==> src/hw/rtl/eads_pkg.sv <==
// shared types, constants and helpers of the edge-aware depth smoother
`timescale 1ns / 1ps

package eads_pkg;

	// field and register widths
	localparam int DEPTH_W       = 16;
	localparam int CFG_W         = 11;
	localparam int ADDR_W        = 3;
	localparam int APB_W         = 32;
	localparam int YW            = 11;
	localparam int ROW_W         = 10;
	localparam int SUM_W         = DEPTH_W + 3;

	// line store shape
	localparam int MAX_WIDTH_DEF = 1024;
	localparam int STORED_ROWS   = 4;
	localparam int LANE_W        = 2;
	localparam int WORD_W        = STORED_ROWS * DEPTH_W;

	// frame size limits
	localparam int MIN_SIZE      = 8;
	localparam int HEIGHT_MAX    = 1024;
	localparam int FW_RESET      = 640;
	localparam int FH_RESET      = 480;

	// register index, taken from paddr[2]
	typedef enum logic {
		REG_FRAME_WIDTH  = 1'b0,
		REG_FRAME_HEIGHT = 1'b1
	} reg_idx_e;

	// input item kind
	typedef enum logic {
		CMD_PIXEL = 1'b0,
		CMD_FLUSH = 1'b1
	} cmd_e;

	// how a 5-tap window is reduced
	typedef enum logic [1:0] {
		TAP_ZERO   = 2'd0,
		TAP_PASS   = 2'd1,
		TAP_SMOOTH = 2'd2
	} tap_mode_e;

	// chosen center, near and far taps; result is (4c+3n+f)/8
	typedef struct packed {
		logic [DEPTH_W-1:0] c;
		logic [DEPTH_W-1:0] n;
		logic [DEPTH_W-1:0] f;
	} tap_sel_t;

	// write-back request of the line store
	typedef struct packed {
		logic               en;
		logic [LANE_W-1:0]  lane;
		logic [DEPTH_W-1:0] data;
	} mem_wr_t;

	// weighted sum of the chosen taps, rounded down
	function automatic logic [DEPTH_W-1:0] tap_sum(input tap_sel_t t);
		logic [SUM_W-1:0] s;
		s = SUM_W'({t.c, 2'b00}) + SUM_W'({t.n, 1'b0}) + SUM_W'(t.n) + SUM_W'(t.f);
		return s[SUM_W-1:3];
	endfunction

endpackage

==> src/hw/rtl/eads_tap_select.sv <==
// edge-aware choice of the taps for one 5-tap window
`timescale 1ns / 1ps

module eads_tap_select (
	input  eads_pkg::tap_mode_e              mode,
	input  logic [eads_pkg::DEPTH_W-1:0]     a,
	input  logic [eads_pkg::DEPTH_W-1:0]     b,
	input  logic [eads_pkg::DEPTH_W-1:0]     c,
	input  logic [eads_pkg::DEPTH_W-1:0]     d,
	input  logic [eads_pkg::DEPTH_W-1:0]     e,
	output eads_pkg::tap_sel_t               sel
);

	logic                          lo_bad;
	logic                          hi_bad;
	logic                          use_hi;
	logic [eads_pkg::DEPTH_W-1:0]  da;
	logic [eads_pkg::DEPTH_W-1:0]  de;

	// distance of each far tap to the center, which side holds a zero tap, and the side chosen
	always_comb begin
		da     = (a > c) ? a - c : c - a;
		de     = (e > c) ? e - c : c - e;
		lo_bad = (a == '0) || (b == '0);
		hi_bad = (d == '0) || (e == '0);
		priority if (lo_bad) begin
			use_hi = 1'b1;
		end else if (hi_bad) begin
			use_hi = 1'b0;
		end else begin
			use_hi = de < da;
		end
	end

	// taps handed to the weighted sum
	always_comb begin
		unique case (mode)
			eads_pkg::TAP_PASS: begin
				sel = '{c: c, n: c, f: c};
			end
			eads_pkg::TAP_SMOOTH: begin
				if (lo_bad && hi_bad) begin
					sel = '0;
				end else if (use_hi) begin
					sel = '{c: c, n: d, f: e};
				end else begin
					sel = '{c: c, n: b, f: a};
				end
			end
			default: begin
				sel = '0;
			end
		endcase
	end

endmodule

==> config.mk <==
export PLATFORM = sky130hd
export DESIGN_NAME = eads_tap_select
export DESIGN_NICKNAME = d
export VERILOG_FILES = /design/src/hw/rtl/eads_pkg.sv /design/src/hw/rtl/eads_tap_select.sv
export SDC_FILE = /design/constraint.sdc
export NUM_CORES = 1
export LEC_CHECK = 0
export BUFFER_PORTS_ARGS = -buffer_cell sky130_fd_sc_hd__buf_2
export CORE_ASPECT_RATIO = 1.4
export CORE_UTILIZATION = 41
export DETAILED_ROUTE_END_ITERATION = 7
export GPL_TIMING_DRIVEN = 0
export PLACE_DENSITY = 0.66
export SLEW_MARGIN = 20
export SYNTH_ARGS = -nofsm -noshare
export SYNTH_HDL_FRONTEND = slang
export SYNTH_SLANG_ARGS = --single-unit
==> constraint.sdc <==
create_clock -name vclk -period 7.13
set_input_delay 1.426 -clock vclk [all_inputs]
set_output_delay 1.426 -clock vclk [all_outputs]
set_load 0.05 [all_outputs]
==> impl_metrics.json, run 1 <==
{
  "outcome": "complete, but fails checks",
  "violations": "setup timing",
  "hold_viol": 0,
  "grt_pass1_wl_mm": 27.19,
  "place_congestion": 0.9355,
  "worstHoldStart": "c[15]",
  "drt_iter0_drc": 263,
  "ys_seq_area_frac": 0,
  "switching_share": 0.5148,
  "max_slew_margin": 0.4353,
  "setup-tns-final_ns": -0.02648,
  "cp_slowest_cell": "o311a_1",
  "p_leak_nw": 3.194,
  "crit_fanout": 5,
  "wl_per_cell_um": 19.29,
  "grt_pass1_vias": 5427,
  "die-area_um2": 10900,
  "numPortBuffers": 130,
  "seq_cells": 0,
  "syn2layout_area_growth_pct": 48.09,
  "crit_top_cell": "buf_12",
  "peakVddDrop_mv": 0.1756,
  "via_count": 5432,
  "min_path_cells": 4,
  "place_hpwl_mm": 14.36,
  "synth_area_um2": 4295,
  "combPwrFrac": 1.000,
  "cts-hold-fix-buffers": 0,
  "die_w_um": 88.51,
  "avgViaCountPerCell": 5.898,
  "die-height_um": 123.1,
  "antenna_found_initial": 0,
  "rsz0062_at_grt": "true",
  "power.switching_mw": 0.5940,
  "criticalPathCategory": "in -> out",
  "final_cell_mix": "buf_2, ha_1, inv_1, nand2_1, a21oi_1",
  "syn_area_per_cell_um2": 6.917,
  "hold_end": "sel[31]",
  "hold_path.class": "in -> out",
  "setup_viol": 4,
  "worst_slew_pin_slew_ns": 0.8471,
  "regArea_um2": 0,
  "grt_max_degree": 11,
  "clockPowerShare": 0,
  "whs_ns": 3.243,
  "critPathArrivalTime_ns": 5.72,
  "layout_min_cycle_time_ns": 7.146,
  "netlist-cell-type-count": 60,
  "globalRouteOverflowTotal": 0,
  "antennaDiodeCount": 0,
  "syn_inst": 621,
  "boundaryPins": 130,
  "fin_ws_ns": -0.01565,
  "firstDrtPassIters": 4,
  "intPower_mw": 0.5597,
  "clkbuf_count": 0,
  "place_ws_ns": -0.9056,
  "drtAntennaViolNets": 0,
  "crit_path_end_kind": "output pin",
  "startpoint": "a[0]",
  "cpPeakStageDelay_ns": 0.37,
  "syn-num-nets": 786,
  "required_ns": 5.70,
  "globalRouteTotalUtil": 0.3236,
  "finalMaxSlewViolations": 0,
  "rows": 43,
  "yosys_warnings": 0,
  "drive_gt1_frac": 0.3817,
  "cp-start-kind": "primary input",
  "fin_util": 0.6323,
  "drc": 0,
  "start_util": 0.4269,
  "powerDensity_nw_per_um2": 181.4,
  "coreArea_um2": 10060,
  "finalWirelength_mm": 17.76,
  "final_cells": 921,
  "finalCritPeriodShare": 1.002,
  "seq_power_share": 0,
  "max_freq_ghz": 0.1399,
  "final_nets": 953,
  "final_common_cell": "buf_2",
  "max_cap_violations": 0,
  "dp_cells": 886
}
## cell usage after synthesis, drive strengths merged, types with 10 or more instances
cell    count  area share
o21ai      58       0.068
inv        59       0.052
nor3       29       0.035
nand2      55       0.049
a211oi     12       0.022
xor2       11       0.022
o21bai     10       0.017
clkbuf     20       0.020
mux2i      43        0.10
nor4       17       0.025
a21oi      58       0.068
xnor2      17       0.035
nand3      11       0.013
ha         79        0.23
nor2       24       0.021
buf        14       0.021
a21o       38       0.067
## cell type report
type,count,area [um2]
repair buffers,175,1336
multi-input cells,528,4415
fillers,918,3700
inverters,59,232.7
well taps,135,168.9
plain buffers,24,207.7
## worst max-delay path by stage
| stage | slack [ns] | endpoint | depth (start not counted) |
|---|---|---|---|
| detailed placement | -0.91 | sel[23] | 23 |
| CTS | -0.02 | sel[31] | 26 |
| global placement | -0.88 | sel[31] | 23 |
| finish | -0.02 | sel[23] | 25 |
| global route | -0.13 | sel[22] | 24 |
| floorplan | -0.12 | sel[0] | 22 |
## metrics by stage
step / power (mW) / area (um2)
after floorplan: 0.5903 / 4404
after global placement: 0.7687 / 5224
after detailed placement: 0.7790 / 5224
after CTS: 1.055 / 6007
after global routing: 1.218 / 6361
final: 1.154 / 6361
## routing by layer
metal  share of wire  global-route usage  vias to the layer above
li1                -                   -                     2593
met1            0.40              0.3882                     2580
met2            0.51              0.6106                      217
met3           0.048             0.01335                       42
met4           0.040             0.09476                        0
met5               0                   0                        -
## critical path: cells and delay by family
family / cells / cell delay [ns]
AOI/OAI and AO/OA: 12 / 2.20
buffers and inverters: 8 / 0.96
adders and majority gates: 3 / 0.75
xor gates and xnor gates: 1 / 0.19
muxes: 1 / 0.19
## power groups by stage
stage | registers [mW] | clock network [mW] | logic (mW)
6_report | 0 | 0 | 1.15
3_3_place_gp | 0 | 0 | 0.769
2_1_floorplan | 0 | 0 | 0.590
4_1_cts | 0 | 0 | 1.06
5_1_grt | 0 | 0 | 1.22
3_5_place_dp | 0 | 0 | 0.779
## timing repair
item / 4_1_cts / 5_1_grt
gates resized for setup: 144 / 56
setup buffers: 28 / 13
endpoints found under the setup margin: 32 / 32
pin swaps: 31 / 16
cloned: 2 / 3
## cell families (layout without fill, tap and decap cells)
kind of cell | after synthesis | in the layout | synth area share
xor gates and xnor gates | 28 | 28 | 0.05709
muxes | 46 | 46 | 0.1089
AOI/OAI and AO/OA | 210 | 210 | 0.3126
adders and majority gates | 83 | 83 | 0.2488
and+or+nand+nor | 161 | 161 | 0.1803
buffers and inverters | 93 | 258 | 0.09234
Power figures use the tool's default switching activity.
==> run 2, diff against run 1 <==
--- a/config.mk
+++ b/config.mk
@@ -11,6 +11,7 @@
 export DETAILED_ROUTE_END_ITERATION = 7
 export GPL_TIMING_DRIVEN = 0
 export PLACE_DENSITY = 0.66
+export SETUP_SLACK_MARGIN = 0.2
 export SLEW_MARGIN = 20
 export SYNTH_ARGS = -nofsm -noshare
 export SYNTH_HDL_FRONTEND = slang
==> impl_metrics.json, run 2 (same netlist as run 1, synthesis figures left out) <==
{
  "crit_path_end_kind": "output pin",
  "die_w_um": 88.51,
  "drive_gt1_frac": 0.4046,
  "rsz0062_at_grt": "true",
  "peakVddDrop_mv": 0.1986,
  "fin_ws_ns": -0.1467,
  "critPathArrivalTime_ns": 5.85,
  "grt_pass1_wl_mm": 28.34,
  "worst_slew_pin_slew_ns": 0.6508,
  "p_total_mw": 1.344,
  "path_delay_family": "compound AO/OA/AOI/OAI gates",
  "p_leak_nw": 3.277,
  "syn2layout_area_growth_pct": 60.41,
  "layout_min_cycle_time_ns": 7.277,
  "outcome": "complete, but fails checks",
  "criticalPathCategory": "in -> out",
  "drc": 0,
  "regArea_um2": 0,
  "boundaryPins": 130,
  "multi_input_area_um2": 4925,
  "die-area_um2": 10900,
  "max_freq_ghz": 0.1374,
  "firstDrtPassIters": 5,
  "finalCritPeriodShare": 1.021,
  "final_cell_mix": "buf_2, ha_1, inv_1, nand2_1, a21oi_1",
  "fin_util": 0.6849,
  "cts-hold-fix-buffers": 0,
  "min_path_cells": 4,
  "drt_iter0_drc": 340,
  "cpPeakStageDelay_ns": 0.38,
  "drtAntennaViolNets": 0,
  "coreArea_um2": 10060,
  "max_cap_violations": 0,
  "globalRouteOverflowTotal": 0,
  "antenna_found_initial": 0,
  "grt_max_degree": 11,
  "violations": "setup timing",
  "wl_per_cell_um": 20.78,
  "clkbuf_count": 0,
  "start_util": 0.4269,
  "antennaDiodeCount": 0,
  "final_common_cell": "buf_2",
  "globalRouteTotalUtil": 0.3421,
  "setup_viol": 32,
  "required_ns": 5.70,
  "fillers": 864,
  "max_slew_margin": 0.5621,
  "finalWirelength_mm": 19.13,
  "seq_cells": 0,
  "grt_pass1_vias": 5440,
  "place_hpwl_mm": 14.85,
  "finalMaxSlewViolations": 0,
  "place_congestion": 0.9267,
  "cp_slowest_cell": "fa_1",
  "via_count": 5477,
  "path_depth": 25,
  "hold_viol": 0,
  "final_nets": 953,
  "worstHoldStart": "d[2]",
  "hold_path.class": "in -> out",
  "crit_fanout": 7,
  "die-height_um": 123.1,
  "startpoint": "a[0]",
  "powerDensity_nw_per_um2": 195.0,
  "avgViaCountPerCell": 5.947,
  "path_buf_inv": 7,
  "whs_ns": 3.302,
  "cp-start-kind": "primary input",
  "place_ws_ns": -1.019,
  "numPortBuffers": 130,
  "crit_top_cell": "a21oi_2",
  "endpoint": "sel[31]",
  "rows": 43
}
==> run 2: cell count changes in the layout (fill, tap and decap cells not counted), moves of 4 or more <==
| cell | delta |
|---|---|
| buf_4 | -10 |
| buf_8 | +4 |
| clkbuf_1 | -4 |
| clkbuf_2 | +11 |
| mux2i_1 | -12 |
| mux2i_2 | -14 |
| mux2i_4 | +26 |
| nor3_2 | -4 |
| nor3_4 | +4 |
| o21ai_2 | -27 |
| o21ai_4 | +30 |
==> run 2: worst min-delay path, cell delays in order <==
cell and delay, ns:
buf_2 0.11, mux2i_4 0.07, o21ai_4 0.12, buf_6 0.16
==> run 2: stage by stage <==
stage          std cells  TNS [ns]  area [um2]
6_report             921    -3.806        6890
5_1_grt              921    -8.212        6890
4_1_cts              909    -2.513        6431
3_5_place_dp         886    -29.60        5464
3_3_place_gp         886    -29.64        5460
2_1_floorplan        621         0        4641
==> run 2: timing repair <==
item	4_1_cts	5_1_grt
setup buffers	22	10
pin swaps	32	40
gates resized for setup	185	84
cloned	1	2
setup endpoints to repair	32	32
==> run 2: final cells by class <==
| cell class | instances | area share |
|---|---|---|
| inverters | 59 | 0.03486 |
| repair buffers | 165 | 0.1852 |
| plain buffers | 34 | 0.04068 |
| well taps | 135 | 0.02451 |
| multi-input cells | 528 | 0.7147 |
==> run 2: worst min path at each step <==
stage | end | slack [ns]
2_1_floorplan | sel[12] | 3.10
3_3_place_gp | sel[32] | 3.35
3_5_place_dp | sel[32] | 3.35
4_1_cts | sel[20] | 3.30
5_1_grt | sel[21] | 3.32
6_report | sel[18] | 3.30
==> run 2: metal layers <==
| layer | global-route usage | vias up | routed length, um |
|---|---|---|---|
| li1 | - | 2603 | - |
| met1 | 0.4012 | 2568 | 7459 |
| met2 | 0.6327 | 250 | 9809 |
| met3 | 0.02804 | 56 | 945 |
| met4 | 0.1290 | 0 | 920 |
| met5 | 0 | - | 0 |
==> run 2: report_power, final <==
part	internal (mW)	leakage [nW]	switching, mW	total, mW
sequential	0	0	0	0
combinational	0.655	3.28	0.689	1.34
clock	0	0	0	0
total	0.655	3.28	0.689	1.34
==> run 3, diff against run 2 <==
--- a/config.mk
+++ b/config.mk
@@ -10,7 +10,7 @@
 export CORE_UTILIZATION = 41
 export DETAILED_ROUTE_END_ITERATION = 7
 export GPL_TIMING_DRIVEN = 0
-export PLACE_DENSITY = 0.66
+export PLACE_DENSITY = 0.73
 export SETUP_SLACK_MARGIN = 0.2
 export SLEW_MARGIN = 20
 export SYNTH_ARGS = -nofsm -noshare
==> impl_metrics.json, run 3 (same netlist as run 1, synthesis figures left out) <==
{
  "outcome": "complete, but fails checks",
  "violations": "setup timing",
  "setup-tns-final_ns": -2.924,
  "grt_pass1_wl_mm": 27.55,
  "place_hpwl_mm": 14.29,
  "coreArea_um2": 10060,
  "final_cell_mix": "buf_2, ha_1, inv_1, a21oi_1, nand2_1",
  "p_leak_nw": 3.241,
  "seq_cells": 0,
  "die-height_um": 123.1,
  "grt_max_degree": 11,
  "worst_slew_pin_slew_ns": 0.6817,
  "place_congestion": 0.9457,
  "cpPeakStageDelay_ns": 0.37,
  "finalWirelength_mm": 18.41,
  "power.switching_mw": 0.6741,
  "die_w_um": 88.51,
  "fin_util": 0.6737,
  "globalRouteOverflowTotal": 0,
  "antennaDiodeCount": 0,
  "regArea_um2": 0,
  "path_delay_family": "compound AO/OA/AOI/OAI gates",
  "critPathArrivalTime_ns": 5.88,
  "combPwrFrac": 1.000,
  "criticalPathCategory": "in -> out",
  "globalRouteTotalUtil": 0.3276,
  "drc": 0,
  "crit_path_end_kind": "output pin",
  "drtAntennaViolNets": 0,
  "max_slew_margin": 0.5455,
  "firstDrtPassIters": 5,
  "cp-start-kind": "primary input",
  "crit_fanout": 6,
  "rows": 43,
  "max_freq_ghz": 0.1369,
  "via_count": 5583,
  "avgViaCountPerCell": 6.036,
  "layout_min_cycle_time_ns": 7.303,
  "finalMaxSlewViolations": 0,
  "min_path_cells": 4,
  "start_util": 0.4269,
  "clkbuf_count": 0,
  "boundaryPins": 130,
  "intPower_mw": 0.6537,
  "worstHoldStart": "d[12]",
  "rsz0062_at_grt": "true",
  "numPortBuffers": 130,
  "final_common_cell": "buf_2",
  "drt_iter0_drc": 341,
  "startpoint": "a[0]",
  "die-area_um2": 10900,
  "clockPowerShare": 0,
  "grt_pass1_vias": 5515,
  "setup_viol": 32,
  "seq_power_share": 0,
  "syn2layout_area_growth_pct": 57.79,
  "hold_path.class": "in -> out",
  "fin_ws_ns": -0.1734,
  "fillers": 821,
  "finalCritPeriodShare": 1.024,
  "hold_end": "sel[28]",
  "powerDensity_nw_per_um2": 195.9,
  "switching_share": 0.5077,
  "required_ns": 5.70,
  "hold_viol": 0,
  "wl_per_cell_um": 19.90,
  "final_nets": 957,
  "max_cap_violations": 0,
  "peakVddDrop_mv": 0.3019,
  "drive_gt1_frac": 0.4025,
  "antenna_found_initial": 0,
  "cp_slowest_cell": "fa_2",
  "path_buf_inv": 8
}
==> run 3: cell count changes in the layout (fill, tap and decap cells not counted), moves of 3 or more <==
| cell | change |
|---|---|
| buf_4 | +9 |
| nor3_4 | -4 |
| nor3_2 | +4 |
| buf_6 | -4 |
| clkbuf_4 | +3 |
==> run 3: cell type report <==
type	count	area (um2)	share of cell area
inverters	59	234.0	0.03452
well taps	135	168.9	0.02492
repair buffers	169	1270	0.1874
plain buffers	34	275.3	0.04061
multi-input cells	528	4830	0.7126
==> run 3: how the worst max path moves through the flow <==
stage / endpoint / slack (ns) / depth (start not counted)
6_report: sel[14] / -0.17 / 27
5_1_grt: sel[10] / -0.36 / 25
4_1_cts: sel[10] / -0.17 / 26
3_5_place_dp: sel[27] / -0.90 / 23
3_3_place_gp: sel[27] / -0.85 / 23
2_1_floorplan: sel[0] / 0.22 / 22
==> run 3: metal layers <==
layer | GRT usage | vias to the layer above | wire length [um]
li1 | - | 2603 | -
met1 | 0.3786 | 2643 | 7021
met2 | 0.5986 | 272 | 9424
met3 | 0.02804 | 65 | 954
met4 | 0.1512 | 0 | 1006
met5 | 0 | - | 0
==> run 3: what timing repair did <==
| action | CTS | global route |
|---|---|---|
| endpoints found under the hold margin | 0 | 0 |
| pin swaps | 25 | 39 |
| cloned | 2 | 1 |
| buffers inserted | 21 | 15 |
| endpoints found under the setup margin | 32 | 32 |
| gates resized for setup | 161 | 93 |
| hold buffers | 0 | 0 |
==> run 3: power by group through the flow <==
stage	logic (mW)	clock network [mW]	registers, mW
2_1_floorplan	0.630	0	0
3_3_place_gp	0.802	0	0
3_5_place_dp	0.815	0	0
4_1_cts	1.17	0	0
5_1_grt	1.40	0	0
6_report	1.33	0	0
==> run 3: through the flow <==
stage	total power [mW]	instances	setup slack, ns	cell area, um2	hold WS [ns]
floorplan	0.6301	621	0.2240	4641	3.101
global placement	0.8018	886	-0.8470	5460	3.349
detailed placement	0.8147	886	-0.8987	5464	3.356
CTS	1.167	909	-0.1704	6322	3.298
global route	1.398	925	-0.3583	6778	3.316
finish	1.328	925	-0.1734	6778	3.295
